==> src/design/kscan_pkg.sv <==
// Shared types, constants and the fixed key table for the key scan autorepeat unit.
`timescale 1ns / 1ps

package kscan_pkg;

  localparam int WORD_W      = 32;
  localparam int KEY_W       = 5;
  localparam int DELAY_W     = 16;
  localparam int GROUP_W     = 2;
  localparam int MAX_GROUPS  = 4;
  localparam int INPUT_GROUPS = 3;
  localparam int KEY_ROWS    = 29;
  localparam int CFG_IDX_W   = 8;

  // Defaults for the top-level parameters
  localparam int TABLE_ENTRIES_DEF = 29;
  localparam int GROUP_COUNT_DEF   = 3;

  // Input beat: three status words then the tick count
  localparam int IN_DATA_W  = INPUT_GROUPS * WORD_W + WORD_W;
  // Output beat: repeat key, held key, padded to whole bytes
  localparam int OUT_DATA_W = 16;

  typedef logic [WORD_W-1:0]  word_t;
  typedef logic [KEY_W-1:0]   key_t;
  typedef logic [DELAY_W-1:0] delay_t;
  typedef logic [GROUP_W-1:0] group_t;
  typedef word_t [MAX_GROUPS-1:0] group_words_t;

  // Register indexes on the config port
  localparam logic [CFG_IDX_W-1:0] REG_FIRST_DELAY = 8'd0;
  localparam logic [CFG_IDX_W-1:0] REG_NEXT_DELAY  = 8'd1;

  localparam delay_t FIRST_DELAY_RST = 16'd500;
  localparam delay_t NEXT_DELAY_RST  = 16'd175;

  localparam word_t WORD_IDLE = '1;  // nothing pressed

  // Result of one table scan
  typedef struct packed {
    key_t clicked_key;
    key_t held_key;
    logic rep_pressed;
  } scan_t;

  // Key table: group, mask and id per row, in priority order
  localparam group_t KEY_GROUP [KEY_ROWS] = '{
    2'd0, 2'd0, 2'd0, 2'd0, 2'd0, 2'd0, 2'd0, 2'd0, 2'd0, 2'd0,
    2'd0, 2'd0, 2'd0, 2'd0, 2'd0, 2'd0, 2'd0, 2'd0, 2'd0, 2'd0,
    2'd0, 2'd0, 2'd0, 2'd1, 2'd2, 2'd2, 2'd2, 2'd2, 2'd2
  };

  localparam key_t KEY_ID [KEY_ROWS] = '{
    5'd1,  5'd2,  5'd1,  5'd3,  5'd1,  5'd4,  5'd5,  5'd6,  5'd5,  5'd7,
    5'd5,  5'd8,  5'd9,  5'd10, 5'd11, 5'd12, 5'd13, 5'd14, 5'd15, 5'd16,
    5'd17, 5'd18, 5'd19, 5'd20, 5'd21, 5'd22, 5'd23, 5'd24, 5'd25
  };

  localparam word_t KEY_MASK [KEY_ROWS] = '{
    32'h0000_0001, 32'h0000_0001, 32'h0000_0002, 32'h0000_0002, 32'h0000_0003,
    32'h0000_0003, 32'h0000_0004, 32'h0000_0004, 32'h0000_0008, 32'h0000_0008,
    32'h0000_000C, 32'h0000_000C, 32'h0000_0400, 32'h0000_0800, 32'h0000_1000,
    32'h0000_2000, 32'h0000_4000, 32'h0000_8000, 32'h0001_0000, 32'h0001_0800,
    32'h0002_0000, 32'h0004_0000, 32'h0008_0000, 32'h0020_0000, 32'h0000_0080,
    32'h0000_0100, 32'h0000_2002, 32'h0000_0002, 32'h0000_2000
  };

  // Marks the first row carrying each id; that row decides if the id is held
  function automatic logic [KEY_ROWS-1:0] first_of_id();
    logic [KEY_ROWS-1:0] first;
    first = '1;
    for (int i = 0; i < KEY_ROWS; i++) begin
      for (int j = 0; j < i; j++) begin
        if (KEY_ID[j] == KEY_ID[i]) begin
          first[i] = 1'b0;
        end
      end
    end
    return first;
  endfunction

endpackage

==> src/design/key_scan_autorepeat_unit.sv <==
// Top level: input register, key word history, config registers and result register.
// A taken beat passes through the input register, then the result register, and
// leaves on m_axis from there. Throughput: one beat per cycle unless m_axis stalls;
// table scan and timer compare are combinational.
// A finished result may wait on m_axis_tready while the next beat is taken in.
// Reset (rst, synchronous): no keys pressed, no repeat key, stamp zero,
// delays 500 ms and 175 ms, both stages empty.
`timescale 1ns / 1ps

module key_scan_autorepeat_unit #(
  parameter int TableEntries = kscan_pkg::TABLE_ENTRIES_DEF,
  parameter int GroupCount   = kscan_pkg::GROUP_COUNT_DEF
) (
  input  logic                                clk,
  input  logic                                rst,
  // Input stream
  input  logic                                s_axis_tvalid,
  output logic                                s_axis_tready,
  // tdata: group0_word, group1_word, group2_word, now_ms
  input  logic [kscan_pkg::IN_DATA_W-1:0]     s_axis_tdata,
  // tuser: forget_repeat
  input  logic                                s_axis_tuser,
  // Result stream
  output logic                                m_axis_tvalid,
  input  logic                                m_axis_tready,
  // tdata: repeat_key [4:0], held_key [9:5], zero pad
  output logic [kscan_pkg::OUT_DATA_W-1:0]    m_axis_tdata,
  // Config writes
  input  logic                                cfg_valid,
  output logic                                cfg_ready,
  input  logic [kscan_pkg::CFG_IDX_W-1:0]     cfg_index,
  input  logic [kscan_pkg::DELAY_W-1:0]       cfg_data
);

  localparam int NowLsb = kscan_pkg::INPUT_GROUPS * kscan_pkg::WORD_W;

  logic                              s1_valid;
  logic [kscan_pkg::IN_DATA_W-1:0]   s1_data;
  logic                              s1_forget;
  logic                              advance;
  kscan_pkg::word_t                  cur_words [GroupCount];
  kscan_pkg::group_words_t           cur_vec;
  kscan_pkg::group_words_t           prev_vec;
  kscan_pkg::delay_t                 first_delay;
  kscan_pkg::delay_t                 next_delay;
  kscan_pkg::scan_t                  scan;
  kscan_pkg::key_t                   rep_id;
  kscan_pkg::key_t                   report;

  // Handshake: stage moves when the result slot is free or being drained
  assign advance       = s1_valid && (!m_axis_tvalid || m_axis_tready);
  assign s_axis_tready = !s1_valid || advance;
  assign cfg_ready     = 1'b1;

  // Input register
  always_ff @(posedge clk) begin
    if (rst) begin
      s1_valid <= 1'b0;
    end else if (s_axis_tready) begin
      s1_valid <= s_axis_tvalid;
    end
  end

  always_ff @(posedge clk) begin
    if (s_axis_tvalid && s_axis_tready) begin
      s1_data   <= s_axis_tdata;
      s1_forget <= s_axis_tuser;
    end
  end

  // Group words for this poll and the previous one; absent groups read idle
  for (genvar g = 0; g < kscan_pkg::MAX_GROUPS; g++) begin : g_grp
    if (g < GroupCount && g < kscan_pkg::INPUT_GROUPS) begin : g_in
      assign cur_vec[g] = s1_data[g*kscan_pkg::WORD_W +: kscan_pkg::WORD_W];
    end else begin : g_idle
      assign cur_vec[g] = kscan_pkg::WORD_IDLE;
    end
    if (g < GroupCount) begin : g_hist
      assign prev_vec[g] = cur_words[g];
      always_ff @(posedge clk) begin
        if (rst) begin
          cur_words[g] <= kscan_pkg::WORD_IDLE;
        end else if (advance) begin
          cur_words[g] <= cur_vec[g];
        end
      end
    end else begin : g_nohist
      assign prev_vec[g] = kscan_pkg::WORD_IDLE;
    end
  end

  // Delay registers
  always_ff @(posedge clk) begin
    if (rst) begin
      first_delay <= kscan_pkg::FIRST_DELAY_RST;
      next_delay  <= kscan_pkg::NEXT_DELAY_RST;
    end else if (cfg_valid && cfg_ready) begin
      case (cfg_index)
        kscan_pkg::REG_FIRST_DELAY: first_delay <= cfg_data;
        kscan_pkg::REG_NEXT_DELAY:  next_delay  <= cfg_data;
        default: ;
      endcase
    end
  end

  kscan_scan #(
    .TableEntries(TableEntries)
  ) u_scan (
    .cur_words  (cur_vec),
    .prev_words (prev_vec),
    .rep_id     (rep_id),
    .scan       (scan)
  );

  kscan_repeat u_repeat (
    .clk         (clk),
    .rst         (rst),
    .step        (advance),
    .forget      (s1_forget),
    .now_ms      (s1_data[NowLsb +: kscan_pkg::WORD_W]),
    .scan        (scan),
    .first_delay (first_delay),
    .next_delay  (next_delay),
    .rep_id      (rep_id),
    .report      (report)
  );

  // Result register
  always_ff @(posedge clk) begin
    if (rst) begin
      m_axis_tvalid <= 1'b0;
    end else if (advance) begin
      m_axis_tvalid <= 1'b1;
    end else if (m_axis_tready) begin
      m_axis_tvalid <= 1'b0;
    end
  end

  always_ff @(posedge clk) begin
    if (advance) begin
      m_axis_tdata <= {{(kscan_pkg::OUT_DATA_W - 2*kscan_pkg::KEY_W){1'b0}},
                       scan.held_key, report};
    end
  end

endmodule

==> src/design/kscan_scan.sv <==
// Table scan: click detect, first held key and hold check of the repeat key.
`timescale 1ns / 1ps

module kscan_scan #(
  parameter int TableEntries = kscan_pkg::TABLE_ENTRIES_DEF
) (
  input  kscan_pkg::group_words_t cur_words,
  input  kscan_pkg::group_words_t prev_words,
  input  kscan_pkg::key_t         rep_id,
  output kscan_pkg::scan_t        scan
);

  localparam int RowLimit = (TableEntries < kscan_pkg::KEY_ROWS) ?
                            TableEntries : kscan_pkg::KEY_ROWS;
  localparam logic [kscan_pkg::KEY_ROWS-1:0] FirstRow = kscan_pkg::first_of_id();

  logic [kscan_pkg::KEY_ROWS-1:0] cur_hit;
  logic [kscan_pkg::KEY_ROWS-1:0] prev_hit;

  // Per-row press decode: all mask bits low
  always_comb begin
    for (int i = 0; i < kscan_pkg::KEY_ROWS; i++) begin
      cur_hit[i]  = (cur_words[kscan_pkg::KEY_GROUP[i]] & kscan_pkg::KEY_MASK[i]) == '0;
      prev_hit[i] = (prev_words[kscan_pkg::KEY_GROUP[i]] & kscan_pkg::KEY_MASK[i]) == '0;
    end
  end

  // Priority pick, lowest row wins
  always_comb begin
    scan = '0;
    for (int i = RowLimit - 1; i >= 0; i--) begin
      if (cur_hit[i] && !prev_hit[i]) begin
        scan.clicked_key = kscan_pkg::KEY_ID[i];
      end
      if (cur_hit[i]) begin
        scan.held_key = kscan_pkg::KEY_ID[i];
      end
      if (FirstRow[i] && (kscan_pkg::KEY_ID[i] == rep_id) && cur_hit[i]) begin
        scan.rep_pressed = 1'b1;
      end
    end
  end

endmodule

==> src/design/kscan_repeat.sv <==
// Repeat key state and hold timer.
`timescale 1ns / 1ps

module kscan_repeat (
  input  logic                  clk,
  input  logic                  rst,
  input  logic                  step,
  input  logic                  forget,
  input  kscan_pkg::word_t      now_ms,
  input  kscan_pkg::scan_t      scan,
  input  kscan_pkg::delay_t     first_delay,
  input  kscan_pkg::delay_t     next_delay,
  output kscan_pkg::key_t       rep_id,
  output kscan_pkg::key_t       report
);

  kscan_pkg::key_t  repeat_id, repeat_id_next;
  kscan_pkg::word_t repeat_stamp, repeat_stamp_next;
  logic             repeating, repeating_next;
  kscan_pkg::word_t diff;
  kscan_pkg::delay_t delay;
  logic             expired;

  // Repeat id as seen by this poll
  assign rep_id = forget ? '0 : repeat_id;

  // Signed elapsed time against the active delay
  assign diff    = now_ms - repeat_stamp;
  assign delay   = repeating ? next_delay : first_delay;
  assign expired = !diff[kscan_pkg::WORD_W-1] &&
                   (diff > {{(kscan_pkg::WORD_W-kscan_pkg::DELAY_W){1'b0}}, delay});

  // Next state and report
  always_comb begin
    repeat_id_next    = rep_id;
    repeat_stamp_next = repeat_stamp;
    repeating_next    = repeating;
    report            = '0;
    if (scan.clicked_key != '0) begin
      repeat_id_next    = scan.clicked_key;
      repeating_next    = 1'b0;
      repeat_stamp_next = now_ms;
      report            = scan.clicked_key;
    end else if (rep_id != '0 && scan.rep_pressed) begin
      if (expired) begin
        repeating_next    = 1'b1;
        repeat_stamp_next = now_ms;
        report            = rep_id;
      end
    end else begin
      repeat_id_next = '0;
    end
  end

  always_ff @(posedge clk) begin
    if (rst) begin
      repeat_id    <= '0;
      repeat_stamp <= '0;
      repeating    <= 1'b0;
    end else if (step) begin
      repeat_id    <= repeat_id_next;
      repeat_stamp <= repeat_stamp_next;
      repeating    <= repeating_next;
    end
  end

endmodule

==> config.mk <==
export PLATFORM = sky130hd
export DESIGN_NAME = key_scan_autorepeat_unit
export DESIGN_NICKNAME = d
export VERILOG_FILES = /design/src/design/kscan_pkg.sv /design/src/design/key_scan_autorepeat_unit.sv /design/src/design/kscan_scan.sv /design/src/design/kscan_repeat.sv
export SDC_FILE = /design/constraint.sdc
export NUM_CORES = 1
export LEC_CHECK = 0
export BUFFER_PORTS_ARGS = -buffer_cell sky130_fd_sc_hd__buf_2
export CAP_MARGIN = 20
export CORE_MARGIN = 2
export CORE_UTILIZATION = 58
export CTS_BUF_LIST = sky130_fd_sc_hd__clkbuf_8
export CTS_CLUSTER_SIZE = 10
export DETAILED_ROUTE_END_ITERATION = 10
export PLACE_DENSITY = 0.91
export SKIP_CTS_REPAIR_TIMING = 1
export SYNTH_ARGS = -nofsm -noshare
export SYNTH_HDL_FRONTEND = slang
export SYNTH_SLANG_ARGS = --single-unit
==> constraint.sdc <==
create_clock -name clk -period 6.2 [get_ports clk]
set_input_delay 0.31 -clock clk [delete_from_list [all_inputs] [get_ports clk]]
set_output_delay 0.31 -clock clk [all_outputs]
set_load 0.05 [all_outputs]
==> results of run 1 <==
## per-stage QoR
stage | setup WS [ps] | instance area [sq um]
after floorplan | 1657 | 9515
after global placement | 769.7 | 9996
after detailed placement | 630.5 | 9996
after CTS | 614.3 | 10370
after global routing | 304.9 | 10800
final | 531.2 | 10800
## worst min path at each step
| stage | startpoint | end |
|---|---|---|
| finish | s_axis_tdata[108] | s1_data[108] |
| global route | s_axis_tdata[101] | s1_data[101] |
| CTS | s_axis_tdata[118] | s1_data[118] |
| detailed placement | next_delay[5] | next_delay[5] |
| global placement | next_delay[0] | next_delay[0] |
| floorplan | s_axis_tdata[0] | s1_data[0] |
## per-layer routing
| metal | share of wire | vias up |
|---|---|---|
| li1 | - | 3950 |
| met1 | 0.43 | 3916 |
| met2 | 0.48 | 368 |
| met3 | 0.070 | 51 |
| met4 | 0.029 | 0 |
| met5 | 0 | - |
## report_power, final
part,internal [W],total (W),switching [W]
logic,0.000203,0.000517,0.000314
registers,0.00111,0.00114,0.0000314
clock network,0.000323,0.000747,0.000424
total,0.00164,0.00241,0.000770
## state kept, by name (all words and copies together), names as in the netlist
register,flops
m_axis_tdata,10
u_repeat.repeating,1
s1_valid,1
next_delay,16
first_delay,16
u_repeat.repeat_stamp,32
cur_words,19
m_axis_tvalid,1
s1_data,51
u_repeat.repeat_id,5
s1_forget,1
## worst reg2reg max path, stage by stage (launching register included)
cell and delay (ps):
edfxtp_1 450, inv_1 90, ha_1 190, inv_1 70, fa_1 430, a21o_1 190
a221o_1 410, a22oi_1 350, nand2_1 120, xor2_1 200, ha_1 330, nand4_1 120
nor3_1 300, mux2i_1 220, a21oi_1 80, a2111oi_2 340, o2111ai_1 240, a2111oi_4 400
a31oi_4 290, buf_4 310, mux2i_1 140, a311o_1 310
## final cells by class
cell class | count | area (sq um)
Clock inverter | 15 | 141.4
Sequential cell | 153 | 3874
Tap cell | 216 | 270.3
Clock buffer | 17 | 234.0
Fill cell | 1219 | 5141
Multi-Input combinational cell | 741 | 5132
Timing Repair Buffer | 140 | 940.9
Inverter | 55 | 206.4
Antenna cell | 1 | 2.502
## synth_stat cells, types with 22 or more instances
| library cell | instances |
|---|---|
| nand3_1 | 22 |
| dfxtp_1 | 72 |
| ha_1 | 50 |
| nand2_1 | 97 |
| inv_1 | 54 |
| and3_1 | 35 |
| edfxtp_1 | 81 |
| mux2i_1 | 85 |
| o21ai_0 | 25 |
| nor3_1 | 44 |
| o311ai_1 | 28 |
| nor2_1 | 59 |
| nand2b_1 | 24 |
| a21oi_1 | 49 |
| clkbuf_1 | 50 |
## cell families (layout without fill, tap and decap cells)
family	after synthesis	after routing	synth area share
xor+xnor	19	19	0.01752
flops	153	153	0.4079
mux	89	89	0.09671
simple gates	344	344	0.1784
buf+inv	122	227	0.05402
fa+ha+maj	51	51	0.06798
other cells	2	8	0.0007908
compound gates	231	231	0.1767
==> metrics.yaml, run 1 <==
yosys:
  synth_edf_count: 81
  synth_top_area_share: 0.2561
  netlist_instances: 1011
  yosysWarnings: 0
  ys_async_sr_fraction: 0
  yosysTopAreaCell: "edfxtp_1"
  synth-seq-cells: 153
  syn_area_sq_mm: 0.009497
  synth_cell_type_count: 67
  syn_avg_cell_area_sq_um: 9.393
  synthTopCellsByArea: "edfxtp_1, dfxtp_1, mux2i_1"
  ys.flop_type: "edfxtp_1"
  yosysSeqAreaShare: 0.4079
clock_tree:
  clock-root-buffer: "clkbuf_8"
  clkSlewWorstSetupHoldPaths_ps: 100
  clkLatencyLatePin_ps: 490
  cts_htree_levels: 4
  clock_sinks: 153
  clockBufferDepth: 2
  cts-buffers-inserted: 17
  cts_tree: "done"
timing:
  max-slew-margin-rel: 0.2894
  setup_tns_ps: 0
  finalHoldViolations: 0
  layout_min_cycle_time_ps: 5669
  fmax_mhz: 176.4
  worstMarginPinSlew_ps: 1063
  rsz0062_at_grt: "no"
  post-route-period-util: 0.9143
  slew_viol_final: 0
  clock-skew-final_ps: 26.02
  fin_hold_ws_ps: 12.34
  setup_viol: 0
global_route:
  grt-ovfl-total: 0
  grt_usage: 0.2614
  grtUsageMet2: 0.4343
  grt_pass1_wl_um: 37070
  grt_max_degree: 68
  grt_pass1_vias: 7729
  gr-max-usage-layer: "met2"
  antenna_found_initial: 1
  grtUsageMet3: 0.04767
  use_met1: 0.3393
floorplan:
  core-area_sq_mm: 0.01594
  die_h_um: 132.0
  rows: 46
  fp.dieW_um: 132.0
  start_util: 0.5957
  dieArea_sq_mm: 0.01741
  ios: 177
flow_run:
  cap_viol_max_count: 0
route:
  post_drt_via_cell_ratio: 6.192
  avgRoutedWirePerCell_um: 17.63
  vias: 8285
  ant_nets: 0
  routed_wl_um: 23590
  drc: 0
  drtIter0Drc: 725
  dr.pass1.iters: 5
final_layout:
  final_util: 0.6775
  final_common_cell: "nand2_1"
  layout-drive-gt1-share: 0.1347
  area_growth_pct: 13.74
  stdcell_count: 1338
  final_cell_mix: "nand2_1, buf_2, mux2i_1"
  fin_nets: 1317
worst_setup_path:
  critPathLaunchType: "flop"
  regToRegEndpoint: "u_repeat.repeat_stamp[0]"
  worstRegToRegCells: 21
  worst_path_largest_cell_delay_ps: 450
  cp_top_family: "compound AO/OA/AOI/OAI gates"
  critPathBufInv: 3
  rrSetupSlack_ps: 530
  cp_cell_sequence: "inv_1 > ha_1 > inv_1 > fa_1 > a21o_1 > a221o_1 > a22oi_1 > nand2_1 > xor2_1 > ha_1 > nand4_1 > nor3_1 > mux2i_1 > a21oi_1 > a2111oi_2 > o2111ai_1 > a2111oi_4 > a31oi_4 > buf_4 > mux2i_1 > a311o_1"
  cp.arrival_ps: 6040
  critPathLaunch: "s1_data[96]"
  r2r-start: "s1_data[96]"
  crit_type: "flop to flop"
  critPathMaxFanout: 12
  worstSetupEndpoint: "u_repeat.repeat_stamp[0]"
  cp_slowest_cell: "edfxtp_1"
  path_depth: 21
  critPathCaptureType: "flop"
  worstPathRequired_ps: 6580
worst_hold_path:
  hold_class: "input port to flop"
  min_path_cells: 1
placed_design:
  io_buffers: 92
  detailed_place_hpwl_um: 15660
  gp_congestion: 0.9177
  dpl.cell_count: 1264
power:
  cellPowerDensity_mw_per_mm2: 222.7
  ir_worst_vdd_uv: 176.8
  p_total_w: 0.002406
  leakage_nw: 4.062
run_status:
  run_status: "completed"
No activity file was read; power rests on OpenSTA's default activity.
==> run 2: changes to the inputs <==
- ABC_AREA: not set -> 1
==> run 2 against run 1 <==
  * Clock skew fell by 9.0 ps
  * Area after synthesis fell by 2.3%
  * Combinational power rose by 11%
  * Total power rose by 2.6%
  * Register-to-register slack improved by 1500 ps
  * Design area fell by 1.8%
  * Flip-flop and latch count did not move
  * Critical path depth fell by 2
  * Die area fell by 2.2%
  * Global-route usage fell by 0.069 points
  * Via count rose by 3.4%
  * Clock-buffer cell count rose by 1
==> metrics.yaml, run 2 <==
route:
  dr.pass1.iters: 9
  post_drt_via_cell_ratio: 5.185
  avgRoutedWirePerCell_um: 13.26
  vias: 8565
  drc: 0
  routed_wl_um: 21910
  ant_nets: 0
  drtIter0Drc: 754
yosys:
  synthSimpleGateAreaFrac: 0.3081
  synth.mux.area_fraction: 0.01617
  syn_avg_cell_area_sq_um: 7.135
  netlist_instances: 1301
  synth_top_area_share: 0.2620
  synth_edf_count: 81
  synth_xor_xnor_area_share: 0.01415
  yosysSeqAreaShare: 0.4173
  synth_compound_area_frac: 0.06942
  synth-seq-cells: 153
  synth_common_cells: "nand2_1, inv_1, nor2_1"
  ys_async_sr_fraction: 0
  syn_area_sq_mm: 0.009283
  yosysWarnings: 0
  synth_fa_ha_area_frac: 0.06955
  synthTopCellsByArea: "edfxtp_1, nand2_1, dfxtp_1"
  ys.flop_type: "edfxtp_1"
  yosysTopAreaCell: "edfxtp_1"
  synth_top_family_by_area: "simple AND/OR/NAND/NOR gates"
  synth_cell_type_count: 45
  synth_most_common_cell: "nand2_1"
clock_tree:
  clockBufferDepth: 2
  cts_tree: "done"
  cts_htree_levels: 4
  cts-buffers-inserted: 17
  clkSlewWorstSetupHoldPaths_ps: 100
  clock-root-buffer: "clkbuf_8"
  clkLatencyLatePin_ps: 480
  clock_sinks: 153
worst_setup_path:
  critPathCaptureType: "flop"
  critPathMaxFanout: 64
  critPathLaunchType: "flop"
  cp_cell_sequence: "inv_1 > ha_1 > inv_1 > fa_1 > nand3_1 > nand3_1 > nand3_1 > nand3_1 > xor2_1 > ha_1 > nand4_1 > nor3_1 > nor4b_1 > o211ai_1 > nand3_2 > nand2_4 > nand2_1 > nand2_1 > nor2_1"
  worst_path_largest_cell_delay_ps: 470
  cp.arrival_ps: 4550
  critPathLaunch: "s1_data[96]"
  worstPathRequired_ps: 6600
  cp_slowest_cell: "fa_1"
  crit_type: "flop to flop"
  rrSetupSlack_ps: 2050
  crit_top_cell: "nand3_1"
  r2r-start: "s1_data[96]"
  regToRegEndpoint: "u_repeat.repeat_stamp[25]"
  worstRegToRegCells: 19
global_route:
  grt_pass1_vias: 7874
  grt_max_degree: 66
  antenna_found_initial: 0
  grt_pass1_wl_um: 35070
  grt_usage: 0.2607
  grt-ovfl-total: 0
timing:
  rsz0062_at_grt: "no"
  worstMarginPinSlew_ps: 957.3
  finalHoldViolations: 0
  max-slew-margin-rel: 0.3609
  slew_viol_final: 0
  post-route-period-util: 0.6688
  clock-skew-final_ps: 17.00
  setup_viol: 0
  setup_tns_ps: 0
  fmax_mhz: 241.1
  layout_min_cycle_time_ps: 4147
final_layout:
  largest_reg_flops: 51
  final_common_cell: "nand2_1"
  fin_nets: 1632
  top_regs: "s1_data x51, u_repeat.repeat_stamp x32, cur_words x19"
  final_area_sq_mm: 0.01061
  area_growth_pct: 14.30
  n_antenna_cell: 0
  regMostFlops: "s1_data"
  layout-drive-gt1-share: 0.1079
  final_cell_mix: "nand2_1, inv_1, nor2_1"
placed_design:
  dpl_cell_area_sq_mm: 0.009879
  detailed_place_hpwl_um: 15910
  gp_congestion: 0.9344
  io_buffers: 92
floorplan:
  core-area_sq_mm: 0.01577
  dieArea_sq_mm: 0.01703
  fp.dieW_um: 130.5
  die_h_um: 130.5
  start_util: 0.5886
  rows: 46
  ios: 177
power:
  leakage_nw: 5.165
  ir_worst_vdd_uv: 206.7
  cellPowerDensity_mw_per_mm2: 232.7
worst_hold_path:
  hp-start: "s_axis_tdata[2]"
  hold_class: "input port to flop"
  min_path_cells: 1
  min_to: "s1_data[2]"
flow_run:
  cap_viol_max_count: 0
run_status:
  run_status: "completed"
==> run 2: cell types whose count changed in the layout (fill, tap and decap cells not counted), sizes merged, moves of 18 or more <==
| cell | change |
|---|---|
| o311ai | -31 |
| nand3 | +30 |
| nor2 | +127 |
| nor3 | -30 |
| o21ai | +18 |
| mux2i | -70 |
| and3 | -35 |
| nand2 | +331 |
| nand2b | -24 |
| inv | +165 |
==> run 2: layout make-up <==
| class | instances | area (sq um) |
|---|---|---|
| multi-input cells | 909 | 4461 |
| clock inverters | 14 | 132.6 |
| well taps | 216 | 270.3 |
| flip-flops and latches | 153 | 3874 |
| repair buffers | 127 | 818.3 |
| clock buffers | 18 | 247.7 |
| fillers | 1320 | 5160 |
| inverters | 215 | 807.0 |
==> run 2: kinds of logic after synthesis <==
family / Yosys count
adder cells (fa/ha/maj): 51
other: 2
multiplexers: 15
buffers and inverters: 244
XOR/XNOR: 15
AND/OR/NAND/NOR: 706
AO/OA/AOI/OAI: 115
flip-flops: 153
==> run 2: power breakdown <==
| group | switching, W | internal (W) | leakage (nW) |
|---|---|---|---|
| Sequential | 0.0000286 | 0.00111 | 1.33 |
| Clock | 0.000415 | 0.000338 | 0.200 |
| Combinational | 0.000369 | 0.000204 | 3.63 |
| Total | 0.000813 | 0.00166 | 5.17 |
==> run 2: per-stage QoR <==
stage | hold WS (ps) | cells | power [W] | util | worst slack [ps]
final | 13.03 | 1652 | 0.002469 | 0.6728 | 2053
after global routing | -7.098 | 1652 | 0.002595 | 0.6728 | 1781
after CTS | -8.447 | 1618 | 0.002449 | 0.6506 | 2109
after detailed placement | 445.6 | 1586 | 0.001708 | 0.6265 | 2166
after global placement | 439.2 | 1586 | 0.001687 | 0.6265 | 2315
after floorplan | 379.1 | 1306 | 0.001570 | - | 3126
==> run 2: worst max path at each step <==
| stage | endpoint | slack, ps | depth (start not counted) |
|---|---|---|---|
| 2_1_floorplan | u_repeat.repeat_stamp[10] | 3130 | 19 |
| 4_1_cts | u_repeat.repeat_stamp[1] | 2110 | 18 |
| 6_report | u_repeat.repeat_stamp[25] | 2050 | 19 |
| 3_5_place_dp | u_repeat.repeat_stamp[6] | 2170 | 19 |
| 3_3_place_gp | u_repeat.repeat_stamp[18] | 2310 | 19 |
| 5_1_grt | u_repeat.repeat_stamp[25] | 1780 | 19 |
==> run 2: critical path: cells and delay by family, from the launching register on <==
kind	cells	cell delay [ps]
DFF	1	390
and+or+nand+nor	12	2130
AOI/OAI and AO/OA	1	190
adders and majority gates	3	920
buffers and inverters	2	170
xor gates and xnor gates	1	200
==> run 2: metal layers <==
metal / GRT usage / vias to the layer above / share of wire
met2: 0.4623 / 320 / 0.50
met4: 0.1101 / 0 / 0.036
li1: - / 4333 / -
met5: 0 / - / 0
met1: 0.3048 / 3840 / 0.42
met3: 0.05822 / 72 / 0.052
